==> config.mk <==
export PLATFORM = sky130hd
export DESIGN_NAME = two_class_sorted_priority_queue
export DESIGN_NICKNAME = d
export VERILOG_FILES = /design/src/design/tcspq_pkg.sv /design/src/design/tcspq_cell.sv /design/src/design/two_class_sorted_priority_queue.sv
export SDC_FILE = /design/constraint.sdc
export NUM_CORES = 2
export LEC_CHECK = 0
export ABC_AREA = 1
export BUFFER_PORTS_ARGS = -buffer_cell sky130_fd_sc_hd__buf_2
export CORE_ASPECT_RATIO = 0.8
export CORE_MARGIN = 3
export CORE_UTILIZATION = 58
export CTS_CLUSTER_SIZE = 12
export DETAILED_ROUTE_END_ITERATION = 10
export GPL_ROUTABILITY_DRIVEN = 0
export MAX_ROUTING_LAYER = met4
export PLACE_DENSITY = 0.78
export REMOVE_ABC_BUFFERS = 1
export SLEW_MARGIN = 20
export SYNTH_ARGS = -nofsm -noshare
export SYNTH_HDL_FRONTEND = slang
export SYNTH_SLANG_ARGS = --single-unit
==> constraint.sdc <==
create_clock -name i_clk -period 4.65 [get_ports i_clk]
set_input_delay 0.93 -clock i_clk [delete_from_list [all_inputs] [get_ports i_clk]]
set_output_delay 0.93 -clock i_clk [all_outputs]
set_load 0.03 [all_outputs]
==> src/design/tcspq_pkg.sv <==
// ----------------------------------------------------------------------------
// tcspq_pkg
// Shared types and constants of the two-class sorted priority queue: the
// record layout, command and status codes, and the per-cell control group.
// ----------------------------------------------------------------------------
package tcspq_pkg;

    localparam int QUEUE_DEPTH_DEF = 16;
    localparam int COUNT_OUT_W     = 5;

    typedef enum logic {
        CMD_INSERT = 1'b0,
        CMD_REMOVE = 1'b1
    } t_cmd;

    typedef enum logic [1:0] {
        ST_OK    = 2'd0,
        ST_FULL  = 2'd1,
        ST_EMPTY = 2'd2
    } t_status;

    typedef struct packed {
        logic               urgent;
        logic [15:0]        app;
        logic [31:0]        tn;
        logic signed [15:0] sql;
    } t_record;

    typedef struct packed {
        logic insert;
        logic remove;
    } t_cell_ctrl;

endpackage

==> src/design/tcspq_cell.sv <==
// ----------------------------------------------------------------------------
// tcspq_cell
// One slot of the queue. Compares the broadcast record against its own,
// tells its right neighbor whether the new record lands at or before it,
// and shifts right on insert or left on remove.
// ----------------------------------------------------------------------------
module tcspq_cell
    import tcspq_pkg::*;
(
    input  logic       i_clk,
    input  logic       i_rst_n,
    input  t_cell_ctrl i_ctrl,
    input  t_record    i_new_rec,
    input  t_record    i_left_rec,
    input  logic       i_left_valid,
    input  logic       i_left_place,
    input  t_record    i_right_rec,
    input  logic       i_right_valid,
    output t_record    o_rec,
    output logic       o_valid,
    output logic       o_place
);

    t_record r_rec;
    logic    r_valid;
    t_record n_rec;
    logic    n_valid;
    logic    w_match;

    // urgent goes before the first normal; normal before the first larger number
    assign w_match = r_valid && !r_rec.urgent
                     && (i_new_rec.urgent || (r_rec.tn > i_new_rec.tn));
    assign o_place = w_match || !r_valid;

    always_comb begin
        n_rec   = r_rec;
        n_valid = r_valid;
        if (i_ctrl.insert && o_place) begin
            if (i_left_place) begin
                n_rec   = i_left_rec;
                n_valid = i_left_valid;
            end else begin
                n_rec   = i_new_rec;
                n_valid = 1'b1;
            end
        end else if (i_ctrl.remove) begin
            n_rec   = i_right_rec;
            n_valid = i_right_valid;
        end
    end

    always_ff @(posedge i_clk) begin
        if (!i_rst_n) begin
            r_valid <= 1'b0;
        end else begin
            r_valid <= n_valid;
        end
    end

    always_ff @(posedge i_clk) begin
        r_rec <= n_rec;
    end

    assign o_rec   = r_rec;
    assign o_valid = r_valid;

endmodule

==> src/design/two_class_sorted_priority_queue.sv <==
// ----------------------------------------------------------------------------
// two_class_sorted_priority_queue
// Bounded ordered queue of request records built as a row of compare cells.
// ----------------------------------------------------------------------------
// Usage:
//   s_axis carries commands: tuser holds command and urgency flag, tdata the
//   record. Insert places an urgent record after all held urgent records and
//   a normal record after all urgent records in ascending transaction order,
//   equal numbers in arrival order. Remove pops the head record.
//   Every command gives exactly one beat on m_axis: tuser holds status,
//   out_valid and out_urgent, tdata the removed record and the entry count.
//   One command is taken per cycle while the receiver takes each beat:
//   every cell compares the broadcast record in parallel and shifts in
//   the same edge, and the result sits in an output register.
//   When the receiver stalls, the result register holds and s_axis_tready
//   drops until the beat is taken; a new command is accepted in the same
//   cycle the held beat leaves.
//   Reset (synchronous, active low) empties the queue and the result
//   register; no clearing pass is needed.
//   A full insert returns status full, an empty remove status empty, and
//   the queue is left unchanged.
// ----------------------------------------------------------------------------
module two_class_sorted_priority_queue
    import tcspq_pkg::*;
#(
    parameter int QUEUE_DEPTH = QUEUE_DEPTH_DEF
) (
    input  logic        i_clk,
    input  logic        i_rst_n,
    input  logic        s_axis_tvalid,
    output logic        s_axis_tready,
    // [15:0] application_code, [47:16] transaction_number, [63:48] sql_code
    input  logic [63:0] s_axis_tdata,
    // [0] command, [1] urgent
    input  logic [1:0]  s_axis_tuser,
    output logic        m_axis_tvalid,
    input  logic        m_axis_tready,
    // [15:0] out_application_code, [47:16] out_transaction_number,
    // [63:48] out_sql_code, [68:64] entry_count, [71:69] zero
    output logic [71:0] m_axis_tdata,
    // [1:0] status, [2] out_valid, [3] out_urgent
    output logic [3:0]  m_axis_tuser
);

    localparam int CNT_W = $clog2(QUEUE_DEPTH + 1);

    t_record          w_new_rec;
    t_cmd             w_cmd;
    logic             w_accept;
    logic             w_full;
    logic             w_empty;
    t_cell_ctrl       w_ctrl;

    t_record          w_rec   [QUEUE_DEPTH];
    logic             w_valid [QUEUE_DEPTH];
    logic             w_place [QUEUE_DEPTH];

    logic [CNT_W-1:0] r_count;
    logic [CNT_W-1:0] n_count;
    logic [31:0]      w_count_ext;

    logic             r_out_valid;
    t_status          r_status;
    logic             r_rec_valid;
    t_record          r_out_rec;
    logic [COUNT_OUT_W-1:0] r_entry_count;
    t_status          n_status;
    logic             n_rec_valid;
    t_record          n_out_rec;

    assign w_cmd            = t_cmd'(s_axis_tuser[0]);
    assign w_new_rec.urgent = s_axis_tuser[1];
    assign w_new_rec.app    = s_axis_tdata[15:0];
    assign w_new_rec.tn     = s_axis_tdata[47:16];
    assign w_new_rec.sql    = s_axis_tdata[63:48];

    assign s_axis_tready = !r_out_valid || m_axis_tready;
    assign w_accept      = s_axis_tvalid && s_axis_tready;
    assign w_full        = (r_count == CNT_W'(QUEUE_DEPTH));
    assign w_empty       = (r_count == '0);

    assign w_ctrl.insert = w_accept && (w_cmd == CMD_INSERT) && !w_full;
    assign w_ctrl.remove = w_accept && (w_cmd == CMD_REMOVE) && !w_empty;

    genvar gi;
    generate
        for (gi = 0; gi < QUEUE_DEPTH; gi++) begin : g_cell
            t_record w_left_rec;
            logic    w_left_valid;
            logic    w_left_place;
            t_record w_right_rec;
            logic    w_right_valid;

            if (gi == 0) begin : g_head
                assign w_left_rec   = w_new_rec;
                assign w_left_valid = 1'b0;
                assign w_left_place = 1'b0;
            end else begin : g_body
                assign w_left_rec   = w_rec[gi-1];
                assign w_left_valid = w_valid[gi-1];
                assign w_left_place = w_place[gi-1];
            end

            if (gi == QUEUE_DEPTH - 1) begin : g_tail
                assign w_right_rec   = w_rec[gi];
                assign w_right_valid = 1'b0;
            end else begin : g_mid
                assign w_right_rec   = w_rec[gi+1];
                assign w_right_valid = w_valid[gi+1];
            end

            tcspq_cell u_cell (
                .i_clk         (i_clk),
                .i_rst_n       (i_rst_n),
                .i_ctrl        (w_ctrl),
                .i_new_rec     (w_new_rec),
                .i_left_rec    (w_left_rec),
                .i_left_valid  (w_left_valid),
                .i_left_place  (w_left_place),
                .i_right_rec   (w_right_rec),
                .i_right_valid (w_right_valid),
                .o_rec         (w_rec[gi]),
                .o_valid       (w_valid[gi]),
                .o_place       (w_place[gi])
            );
        end
    endgenerate

    always_comb begin
        n_count     = r_count;
        n_status    = ST_OK;
        n_rec_valid = 1'b0;
        n_out_rec   = '0;
        unique case (w_cmd)
            CMD_INSERT: begin
                if (w_full) begin
                    n_status = ST_FULL;
                end else begin
                    n_count = r_count + CNT_W'(1);
                end
            end
            CMD_REMOVE: begin
                if (w_empty) begin
                    n_status = ST_EMPTY;
                end else begin
                    n_count     = r_count - CNT_W'(1);
                    n_rec_valid = 1'b1;
                    n_out_rec   = w_rec[0];
                end
            end
            default: begin
                n_count = r_count;
            end
        endcase
    end

    assign w_count_ext = 32'(n_count);

    always_ff @(posedge i_clk) begin
        if (!i_rst_n) begin
            r_count     <= '0;
            r_out_valid <= 1'b0;
        end else begin
            if (w_accept) begin
                r_count     <= n_count;
                r_out_valid <= 1'b1;
            end else if (m_axis_tready) begin
                r_out_valid <= 1'b0;
            end
        end
    end

    always_ff @(posedge i_clk) begin
        if (w_accept) begin
            r_status      <= n_status;
            r_rec_valid   <= n_rec_valid;
            r_out_rec     <= n_out_rec;
            r_entry_count <= w_count_ext[COUNT_OUT_W-1:0];
        end
    end

    assign m_axis_tvalid = r_out_valid;
    assign m_axis_tdata  = {3'b000, r_entry_count, r_out_rec.sql,
                            r_out_rec.tn, r_out_rec.app};
    assign m_axis_tuser  = {r_out_rec.urgent, r_rec_valid, r_status};

endmodule
# --- After elaboration in Yosys (flattened, before gate mapping) ---
# Index checks and enable logic that the tools add are counted.
op_classes:
  n_addsub: 2
  order_cmp: 16
  n_eq_ne: 1
  mux: 101
  bitwise_logic: 1
  reduce_logical: 140
ops:
  columns: ["cell", "count"]
  rows:
  - ["$mux 65", 45]
  - ["$gt 32x32->1", 16]
  - ["$logic_and 1x1->1", 53]
  - ["$mux 1", 51]
  - ["$logic_not 1->1", 35]
  - ["$reduce_bool 2->1", 17]
  - ["$logic_or 1x1->1", 33]
  - ["$mux 5", 2]
  - ["$pmux 5 s2", 1]
  - ["$add 5x1->5 const B", 1]
  - ["$eq 5x5->1 const B", 1]
  - ["$logic_not 5->1", 1]
  - ["$sub 5x1->5 const B", 1]
  - ["$pmux 2 s2", 1]
  - ["$mux 2", 1]
  - ["$reduce_or 2->1", 1]
  - ["$not 1->1", 1]
totals:
  regBits: 1135
  input_bits: 70
  out_inout_bits: 78
  word_cells: 350

# --- Depth between registers and ports, before layout ---
depth:
  depth_word: 7
  mapped_depth: 21
  mapped_depth_nobuf: 21

# --- Modules after synthesis ---
# From an unflattened synthesis, not the netlist that was laid out.
unflattened:
  cells_unflattened: 8514
  hier_area_um2: 78634.2
modules_own_cells:
  columns: ["module", "instances", "cells_per_inst", "area_each_um2", "seq_area_each_um2"]
  rows:
  - ["tcspq_cell (g_cell[0].u_cell ...)", 14, 513, 4687.0, 1971.9]
  - ["tcspq_cell (g_cell[8].u_cell ...)", 2, 515, 4688.2, 1971.9]
  - ["two_class_sorted_priority_queue", 1, 302, 3639.7, 2312.2]

# --- Worst setup path after synthesis ---
# Ideal clock, no wire load.
synth_path:
  kind: "input port to flip-flop"
  start: "input port s_axis_tdata[47]"
  end: "register g_cell[11].u_cell.r_rec (netlist bit g_cell[11].u_cell.o_rec[0]) (enable)"
  arrival_ps: 4573
  required_ps: 4225
  path_slack_ps: -348
  cell_stages: 15
  path_buffers: 3
  cell_sequence: "inv_1 > clkbuf_1 > ha_1 > nand2_1 > nor2_1 > nand4_1 > nor3b_2 > nand2_1 > nand2_1 > nand2_1 > nand2_2 > nand3_2 > buf_4 > buf_2 > nand2_1"
synth_between:
  elab_chain_cells: 6
synth_lines:
  columns: ["item", "line_no", "rtl"]
  rows:
  - ["from (decl)", "two_class_sorted_priority_queue.sv:33", "input logic [63:0] s_axis_tdata,"]
  - ["$gt 32x32->1", "tcspq_cell.sv:32", "&& (i_new_rec.urgent || (r_rec.tn > i_new_rec.tn));"]
  - ["$logic_or 1x1->1", "tcspq_cell.sv:32", null]
  - ["$logic_and 1x1->1", "tcspq_cell.sv:32", null]
  - ["$logic_or 1x1->1", "tcspq_cell.sv:33", "assign o_place = w_match || !r_valid;"]
  - ["$logic_and 1x1->1", "tcspq_cell.sv:38", "if (i_ctrl.insert && o_place) begin"]
  - ["$reduce_bool 2->1 (no line)", null, null]
  - ["to (signal assigned)", "tcspq_cell.sv:61", "r_rec <= n_rec;"]
  - ["to (decl)", "tcspq_cell.sv:24", "t_record r_rec;"]
# Every way passes these cells.
# A chain may end at the register's enable or synchronous reset.

==> metrics.md <==
| Metric | Value |
|---|---|
| Fin crit share | `79.5%` |
| Clk root buf | `clkbuf_16` |
| R2R Path Start | `g_cell[3].u_cell.o_rec[29]` |
| Yosys reg bits | `1135` |
| Leak Pwr | `31.1 nW` |
| Most common cell on crit path | `nand2_1` |
| Final Power | `28.1 mW` |
| Unrepaired setup endpoints after global routing | `no` |
| Via count | `56100` |
| Ports | `148` |
| Clk_lat worst skew | `0.74 ns` |
| Status | `completed` |
| Clk pin slew, worst setup/hold paths | `0.06 ns` |
| Final ANT Viol Nets | `0` |
| Crit path kind | `in2reg` |
| Setup TNS | `0 ns` |
| Pwr Density | `378 nW/um^2` |
| CP Launch Point | `s_axis_tdata[46]` |
| Global-route wire length before repair | `283000 um` |
| Final setup viols | `0` |
| Post-layout net count | `8231` |
| Commonest non-fill, non-tap cells in the layout | `nand2_1, edfxtp_1, o211ai_1` |
| WL final | `178000 um` |
| Largest stage delay, worst path | `0.39 ns` |
| CTS sink cnt | `1135` |
| Synth Warn # | `0` |
| Post-route cell area | `74500 sq um` |
| Post-CTS sizing | `0` |
| Synthesized instance count | `7729` |
| Hold path cells | `3` |
| DRC violations left | `0` |
| Hold Slack | `0.478 ns` |
| Post-synthesis sequential area ratio | `48.8%` |
| Post-CTS Setup Inserts | `0` |
| Drt pass-1 iters | `6` |
| Slew Limit Headroom | `26.6%` |
| Path depth of the worst reg2reg path | `13` |
| WP data required | `5.14 ns` |
| CTS Buf Count | `116` |
| Largest net degree at the start of global routing | `86` |
| Minimum clock period after layout | `3.70 ns` |
| Port buffer count | `144` |
| Clock buffer depth | `3` |
| Critical path's top delay family | `buffers and inverters` |
| Die Ht | `315 um` |
| Maximum vdd drop | `0.000292 V` |
| CP Max Fanout | `31` |
| Placed cell areas | `71100 sq um` |
| 1st-iter DRT viols | `8061` |
| Peak Freq | `0.270 GHz` |
| Mean Syn Cell Area | `8.97 sq um` |
| RR Endpoint | `g_cell[3].u_cell.o_rec[5]` |
| CP cell instances | `buf_2 -> inv_1 -> buf_4 -> ha_1 -> nand2_1 -> nor2_1 -> nand4_1 -> nor3b_2 -> nand4_1 -> nand2_1 -> nand2_2 -> nand3_2 -> clkinv_2 -> buf_4 -> o211ai_1 -> nand2_1` |
| H-tree depth | `3` |
| FF-to-FF setup slack | `1.36 ns` |
| Initial Util | `59.0%` |
| Worst hold path type | `in2reg` |
| Share of layout cells above drive strength 1 | `7.98%` |
| Post-DP HPWL | `130000 um` |
| Placeable Area | `118000 sq um` |
| Yosys cell types | `45` |
| Routed length per placed instance | `19.2 um` |
| Die ar. | `124000 sq um` |
| Rows | `112` |
| Maximum capacitance violations | `0` |
| Critical path destination | `g_cell[6].u_cell.o_rec[50]` |
| DIE WIDTH | `393 um` |
| Crit path depth | `16` |
| Critical-path top delay cell | `inv_1` |
| CP bufs+invs | `5` |
| Vias in the first global route | `51000` |
| CTS tree | `done` |
| Worst setup SP type | `input port` |
| WP data arrival | `4.19 ns` |
| Commonest non-fill, non-tap cell in the layout | `nand2_1` |
| Final Hold Fails | `0` |
| Final Skew | `0.0272 ns` |
| Area Overhead vs Synth | `7.47%` |
| Number of antenna violations at the first check in global routing | `3` |
| Total global routing track utilization | `29.2%` |
| Cell area after synthesis | `69400 sq um` |
| Avg Vias per Cell | `6.05` |
| CP endpoint kind | `flip-flop` |
| Slew Viols, Final | `0` |
| Congestion Overflow GR | `0` |
| Post-CTS Hold Buffers | `0` |
| Worst slew pin tran | `1.10 ns` |
## cells in the mapped netlist, drive strengths merged
cell type | instances | area [sq um]
nor4 | 5 | 56.3
a21oi | 383 | 1920
conb | 1 | 3.75
nor2 | 280 | 1070
nand4 | 60 | 382
nand3 | 194 | 1110
edfxtp | 1113 | 33400
buf | 350 | 2510
o211ai | 770 | 6100
nand3b | 5 | 37.5
xor2 | 3 | 26.3
o21ai | 290 | 1450
a22oi | 1 | 7.51
ha | 514 | 6430
inv | 305 | 1140
clkinv | 3 | 15.0
o31ai | 3 | 22.5
o21a | 31 | 233
dfxtp | 22 | 440
nor3 | 8 | 50.1
o22ai | 2 | 12.5
clkbuf | 160 | 603
o21bai | 1 | 7.51
a31oi | 1 | 6.26
xnor2 | 1 | 8.76
a21o | 11 | 82.6
nand2 | 3203 | 12100
nor3b | 9 | 113
## final cells by class
| cell class | count | area, sq um |
|---|---|---|
| repair buffers | 308 | 2750 |
| diodes | 2 | 5.00 |
| fillers | 9241 | 43000 |
| well taps | 1539 | 1930 |
| flip-flops and latches | 1135 | 33900 |
| clock buffers | 157 | 3130 |
| clock inverters | 41 | 312 |
| multi-input cells | 5778 | 31400 |
| inverters | 308 | 1160 |
## tightest hold or removal path, cell delays in order
cell,delay [ns]
buf_2,0.13
nand2_1,0.07
nor2_1,0.03
## stage by stage
stage	instances	worst slack [ns]	utilization, %
after floorplan	7221	-2.72	-
after global placement	9068	0.389	60.5
after detailed placement	9068	0.253	60.5
after CTS	9266	1.05	63.4
after global routing	9268	0.723	63.4
final	9268	0.953	63.4
## sequential cells by signal (all words and copies together) (netlist names)
register	cells
g_cell.u_cell.o_rec	1040
g_cell.u_cell.o_valid	16
m_axis_tdata	64
m_axis_tuser	1
m_axis_tvalid	1
r_count	5
r_entry_count	5
r_rec_valid	1
r_status	2
## worst min path at each step
stage,start,to,slack (ns)
after floorplan,r_count[4],r_count[4],0.47
after global placement,r_count[4],r_count[4],0.48
after detailed placement,g_cell[1].u_cell.o_valid,g_cell[1].u_cell.o_valid,0.50
after CTS,i_rst_n,g_cell[15].u_cell.o_valid,0.44
after global routing,i_rst_n,g_cell[15].u_cell.o_valid,0.47
final,i_rst_n,g_cell[15].u_cell.o_valid,0.48
## power by group
part / internal [mW] / switching (mW) / leakage, nW / total (mW)
sequential: 12.9 / 0.972 / 10.8 / 13.9
clock: 4.88 / 3.95 / 1.68 / 8.83
combinational: 1.83 / 3.59 / 18.6 / 5.42
## cell families after synthesis
| family | share of synthesized area, % |
|---|---|
| other | 0.00541 |
| buffers and inverters | 6.16 |
| adder cells (fa/ha/maj) | 9.27 |
| flip-flops | 48.8 |
| AND/OR/NAND/NOR | 21.5 |
| XOR/XNOR | 0.0505 |
| AO/OA/AOI/OAI | 14.2 |
## metal layers
layer  track usage (%)  routed length, um  vias up  share of wire (%)
met5                 -                  0        -                  0
met4              6.68               4160        0                2.3
met3              5.19              21000      297                 12
met2              40.1              73300     3035                 41
met1              44.7              79900    25900                 45
li1                  -                  -    26800                  -
Power figures use the tool's default switching activity.
